## config.mk

```make
export PLATFORM = sky130hd
export DESIGN_NAME = pyse_ctrl
export DESIGN_NICKNAME = d
export VERILOG_FILES = /design/src/hw/rtl/pyse_pkg.sv /design/src/hw/rtl/pyse_ctrl.sv
export SDC_FILE = /design/constraint.sdc
export NUM_CORES = 1
export LEC_CHECK = 0
export ABC_CLOCK_PERIOD_IN_PS = 1260
export BUFFER_PORTS_ARGS = -buffer_cell sky130_fd_sc_hd__buf_4
export CAP_MARGIN = 0
export CORE_AREA = 2 2 39 41
export CTS_CLUSTER_SIZE = 24
export DETAILED_ROUTE_END_ITERATION = 7
export DIE_AREA = 0 0 41 43
export PLACE_DENSITY_LB_ADDON = 0.1
export SLEW_MARGIN = 10
export SYNTH_ARGS = -nofsm -noshare
export SYNTH_HDL_FRONTEND = slang
export SYNTH_SLANG_ARGS = --single-unit
```

## constraint.sdc

```tcl
create_clock -name clk -period 1.26 [get_ports clk]
set_input_delay 0.063 -clock clk [delete_from_list [all_inputs] [get_ports clk]]
set_output_delay 0.063 -clock clk [all_outputs]
set_load 0.005 [all_outputs]
```

## src/hw/rtl/pyse_pkg.sv

```systemverilog
// ----------------------------------------------------------------------------
// pyse_pkg
// Shared types, constants and the similarity test for the YUV
// similarity edge core.
// ----------------------------------------------------------------------------
`default_nettype none

package pyse_pkg;

	// fixed point conversion weights, 16 fraction bits
	localparam logic [15:0] KY_R = 16'd19595;
	localparam logic [15:0] KY_G = 16'd38470;
	localparam logic [15:0] KY_B = 16'd7471;
	localparam logic [15:0] KU   = 16'd32244;
	localparam logic [15:0] KV   = 16'd57475;

	localparam logic [12:0] HEIGHT_MAX = 13'd4096;

	// register indexes
	localparam logic [2:0] REG_IMAGE_WIDTH    = 3'd0;
	localparam logic [2:0] REG_IMAGE_HEIGHT   = 3'd1;
	localparam logic [2:0] REG_LUMA_THRESHOLD = 3'd2;
	localparam logic [2:0] REG_U_THRESHOLD    = 3'd3;
	localparam logic [2:0] REG_V_THRESHOLD    = 3'd4;

	// register reset values
	localparam logic [12:0] WIDTH_RST  = 13'd64;
	localparam logic [12:0] HEIGHT_RST = 13'd64;
	localparam logic [7:0]  LUMA_RST   = 8'd48;
	localparam logic [7:0]  U_RST      = 8'd7;
	localparam logic [7:0]  V_RST      = 8'd6;

	typedef struct packed {
		logic [12:0] image_width;
		logic [12:0] image_height;
		logic [7:0]  luma_threshold;
		logic [7:0]  u_threshold;
		logic [7:0]  v_threshold;
	} cfg_t;

	// u and v are two's complement
	typedef struct packed {
		logic [7:0] y;
		logic [7:0] u;
		logic [8:0] v;
	} yuv_t;

	typedef enum logic [1:0] {
		ST_IDLE,
		ST_LUMA,
		ST_CHROMA,
		ST_COMMIT
	} state_t;

	typedef struct packed {
		logic accept;
		logic luma;
		logic chroma;
		logic commit;
	} cmd_t;

	typedef struct packed {
		logic out_free;
	} status_t;

	function automatic logic [9:0] abs10(logic [9:0] d);
		return d[9] ? (~d + 10'd1) : d;
	endfunction

	function automatic logic is_similar(yuv_t a, yuv_t b, cfg_t c);
		logic [9:0] dy;
		logic [9:0] du;
		logic [9:0] dv;
		dy = {2'b00, a.y} - {2'b00, b.y};
		du = {{2{a.u[7]}}, a.u} - {{2{b.u[7]}}, b.u};
		dv = {a.v[8], a.v} - {b.v[8], b.v};
		return !((abs10(dy) > {2'b00, c.luma_threshold}) ||
			(abs10(du) > {2'b00, c.u_threshold}) ||
			(abs10(dv) > {2'b00, c.v_threshold}));
	endfunction

endpackage

`default_nettype wire

```

## src/hw/rtl/pyse_ctrl.sv

```systemverilog
// ----------------------------------------------------------------------------
// pyse_ctrl
// Sequencer for one pixel: accept, luma, chroma, then commit of the
// result beat and the line store write.
// ----------------------------------------------------------------------------
`default_nettype none

module pyse_ctrl (
	input  wire logic              clk,
	input  wire logic              arst_n,
	input  wire logic              in_valid,
	output logic                   in_stall,
	input  wire pyse_pkg::status_t sts,
	output pyse_pkg::cmd_t         cmd
);
	import pyse_pkg::*;

	state_t state_q;
	state_t state_d;

	always_ff @(posedge clk or negedge arst_n) begin
		if (!arst_n) begin
			state_q <= ST_IDLE;
		end else begin
			state_q <= state_d;
		end
	end

	always_comb begin
		state_d = state_q;
		case (state_q)
			ST_IDLE: begin
				if (in_valid) state_d = ST_LUMA;
			end
			ST_LUMA:   state_d = ST_CHROMA;
			ST_CHROMA: state_d = ST_COMMIT;
			ST_COMMIT: begin
				if (sts.out_free) state_d = ST_IDLE;
			end
			default:   state_d = ST_IDLE;
		endcase
	end

	always_comb begin
		in_stall   = 1'b1;
		cmd        = '0;
		case (state_q)
			ST_IDLE: begin
				in_stall   = 1'b0;
				cmd.accept = in_valid;
			end
			ST_LUMA:   cmd.luma = 1'b1;
			ST_CHROMA: cmd.chroma = 1'b1;
			ST_COMMIT: cmd.commit = sts.out_free;
			default:   cmd = '0;
		endcase
	end

endmodule

`default_nettype wire

```

After elaboration in Yosys (flattened, before gate mapping)
Index checks and enable logic that the tools add are counted.
{ "totals": {"wordCells": 16, "reg_bits": 2} }
{ "classes": {"mux": 8, "eq_ne": 5, "n_reduce_logical": 2} }
{ "ops": {"columns": ["cell", "count"], "rows": [
  ["2-bit one-hot mux with 4 select lines", 1],
  ["1-bit two-way mux", 5],
  ["2-bit == test (second input constant)", 2],
  ["2-bit two-way mux", 2],
  ["2-bit inequality test (second input constant)", 2],
  ["2-bit by 1-bit == test with 1-bit output (second input constant)", 1],
  ["2-bit zero test", 1],
  ["2-bit AND reduction", 1]
]} }

Longest topological paths before layout
{ "depth": {"word_depth": 3, "ltp_mapped": 5} }

Least setup slack after synthesis
No wires, ideal clock.
{ "synth_path": {"kind": "register to register", "startpoint": "register state_q[0]", "endpoint": "register state_q[1]", "period_less_slack_ps": 1267, "t_required_ps": 1135, "setup_slack_ps": -7, "n_path_buf": 0, "path_stages_with_launch": 6, "t_arrival_ps": 1142, "cell_sequence": "dfrtp_1 > inv_1 > ha_1 > inv_1 > o22ai_2 > mux2_4"} }
{ "synth_between": {"elab_chain_len": 3, "elab_cells_between_ends": 8, "cone_classes": "eq/ne: 5; mux: 1; reduce/logical: 2"} }
{ "synth_lines": {"columns": ["item", "line_no", "text"], "rows": [
  ["start, declared", "pyse_ctrl.sv:18", "state_t state_q;"],
  ["start signal, assigned", "pyse_ctrl.sv:25", "state_q <= state_d;"],
  ["2-bit == test / 2-bit zero test (equally long branches)", "pyse_ctrl.sv:31", "case (state_q)"],
  ["2-bit inequality test (no source line)", null, null],
  ["2-bit AND reduction (no source line)", null, null]
]} }
Parallel ways exist; a longest one is shown, timed or not.
A chain may end at the register's enable or synchronous reset.

Final worst setup path
{ "layout_path": {"startpoint": "register state_q[1]", "endpoint": "register state_q[1]"} }
The elaborated chain is that of the path after synthesis.

==> run summary <==
Fmax = 796 MHz
Largest register FFs = 2
Total Die Area = 0.00176 mm2
GRT overflow = 0
DR pass1 iterations = 1
status = finished clean
post-route clock period utilization = 99.6%
Avg Cell Area, Syn = 10.7 um2
initial core utilization = 13.2%
Slew headroom = 88.1%
clock power share = 15.6%
overall global routing resource usage = 6.33%
Top Registers = state_q x2
Tmin final = 1.26 ns
cell area after layout = 379 um2
CP dominant cell by count = inv_2
Final nets = 47
Slew Viols, Final = 0
sequential share of power = 14.9%
met2 Usage GRT = 7.81%
Wirelength per Cell = 8.06 um
io pins = 9
grt met1 use = 6.43%
Worst Path Arrival = 1.36 ns
TritonCTS Buffers = 3
M3 GR Usage = 3.14%
CP Data Required Time = 1.37 ns
stages on the worst setup path = 5
internal power = 616 uW
CP max stage cell = dfrtp_1
Peak VDD IR = 0.689 mV
Core Area = 0.00138 mm2
DRC = 0
max_cap viols = 0
Chip Height = 43 um
count of final hold-check violations = 0
Final HPWL DP = 312 um
register area share after synthesis = 27.4%
Worst Skew = 0.000877 ns
Mapped Area = 183 um2
Cell Pwr Density = 2460 mW/mm2
CP delay by family, top = flip-flops
antenna-violating nets left = 0
Layout fillers = 153
pin count of the biggest net entering global routing = 4
unrepaired setup endpoints after global routing = yes
Final GP Congestion = 0.674
initial antenna violation count = 0
vias = 180
Clk pin slew, worst setup/hold paths = 0.03 ns
DR vias/cell = 3.46
initial drt markers = 0
Area after DPL = 300 um2
final setup violation count = 0
Mapped Cells = 17
TritonCTS clock tree = yes
switching share of power = 34.0%
area grow syn2layout = 108%
Ant. Diodes = 0
share of post-route cells with drive strength above 1 = 80.6%
worst reg2reg setup slack = 0.005 ns
Clock Latency Late Sink = 0.23 ns
DRT Wirelength = 419 um
CP Cell Sequence = inv_2, ha_4, inv_2, o22ai_4, mux2_4
TritonCTS Sinks = 2
Psw = 317 uW
unique cell type count in the Yosys netlist = 9
first-pass GRT wire length = 676 um
Crit Path Max Fanout = 3
worst hold-check path type = in2async
CTS max path bufs = 2
grt peak-use layer = met4
Root Driver = clkbuf_4
Reg with most FFs = state_q
Buf/Inv on CP = 2
Die X = 41 um
IO Port Bufs = 8
R2R depth = 5
CP endpoint kind = flip-flop
Comb pwr share = 69.5%
#FFs+latches synth = 2
Syn Nets = 26
startpoint types = flip-flop
number of global-route vias before repair = 194
yosys warns = 0
Tightest Pin Transition = 0.178 ns
leakage power = 0.000185 uW
row count = 14
depth of the CTS H-tree = 1
CP peak stage delay = 0.40 ns
Core Util, Final = 27.4%
Worst Setup Path Type = reg2reg
## power groups by stage
stage | Clock (uW) | Combinational, uW | Sequential, uW
floorplan | 0 | 254 | 130
global placement | 0 | 529 | 135
detailed placement | 0 | 520 | 138
CTS | 152 | 615 | 138
global route | 164 | 715 | 149
finish | 145 | 648 | 139
## worst paths after layout
path | from | endpoint
hold reg to reg | state_q[1] | state_q[1]
setup reg to reg | state_q[1] | state_q[1]
setup / recovery | state_q[1] | state_q[1]
max in group asynchronous | arst_n | state_q[1]
hold / removal | arst_n | state_q[0]
min in group clk | in_valid | state_q[1]
## cells in the final DEF, fill, tap and decap left out
| master | count |
|---|---|
| buf_4 | 14 |
| inv_2 | 4 |
| ha_2 | 3 |
| clkbuf_4 | 3 |
| dfrtp_1 | 2 |
| and2_2 | 1 |
| and2_1 | 1 |
| o22ai_4 | 1 |
| mux2_4 | 1 |
| nor2_1 | 1 |
| mux2i_1 | 1 |
| ha_4 | 1 |
| ha_1 | 1 |
| dlygate4sd3_1 | 1 |
| buf_6 | 1 |
## synth_stat cells
master | count | area [um2]
mux2i_1 | 1 | 10.0
nor2_1 | 1 | 3.75
inv_1 | 4 | 15.0
mux2_4 | 1 | 15.0
o22ai_2 | 1 | 12.5
and2_1 | 1 | 6.26
and2_2 | 1 | 7.51
dfrtp_1 | 2 | 50.1
ha_1 | 5 | 62.6
## per-layer routing
| layer | wire length (um) | part of all wire, % |
|---|---|---|
| met2 | 202 | 48 |
| met1 | 187 | 45 |
| met4 | 12 | 2.9 |
| met3 | 17 | 4.1 |
| met5 | 0 | 0 |
## layout make-up
class                      count  area [um2]  share of cell area [%]
tap                           16        20.0                    5.28
inverter                       4        15.0                    3.96
clock buffer                   3        22.5                    5.94
timing repair buffer          16         126                    33.3
sequential                     2        50.0                    13.2
multi-input combinational     11         145                    38.3
## metrics by stage
stage | setup TNS (ns) | power, uW | instances | setup slack (ns) | hold WS, ns
after global routing | -0.152 | 1030 | 52 | -0.0521 | 0.160
after floorplan | 0 | 384 | 17 | 0.00778 | -0.233
after detailed placement | -0.0352 | 658 | 46 | -0.0352 | -0.153
after CTS | 0 | 905 | 52 | 0.00109 | 0.154
after global placement | -0.0366 | 664 | 46 | -0.0366 | -0.154
final | 0 | 932 | 52 | 0.00451 | 0.158
## logic make-up (layout without fill, tap and decap cells)
family | after synthesis | in the layout | synth area share [%]
AO/OA/AOI/OAI | 1 | 1 | 6.85
adder cells (fa/ha/maj) | 5 | 5 | 34.2
buffers and inverters | 4 | 23 | 8.22
flip-flops | 2 | 2 | 27.4
multiplexers | 2 | 2 | 13.7
AND/OR/NAND/NOR | 3 | 3 | 9.59
## what timing repair did
| item | 4_1_cts | 5_1_grt |
|---|---|---|
| setup buffers | 2 | 0 |
| hold endpoints to repair | 2 | 0 |
| setup endpoints to repair | 1 | 5 |
| pin swaps | 1 | 3 |
| hold buffers | 1 | 0 |
| resized for setup | 5 | 5 |
Note: power is estimated with default switching activity, not from simulation.
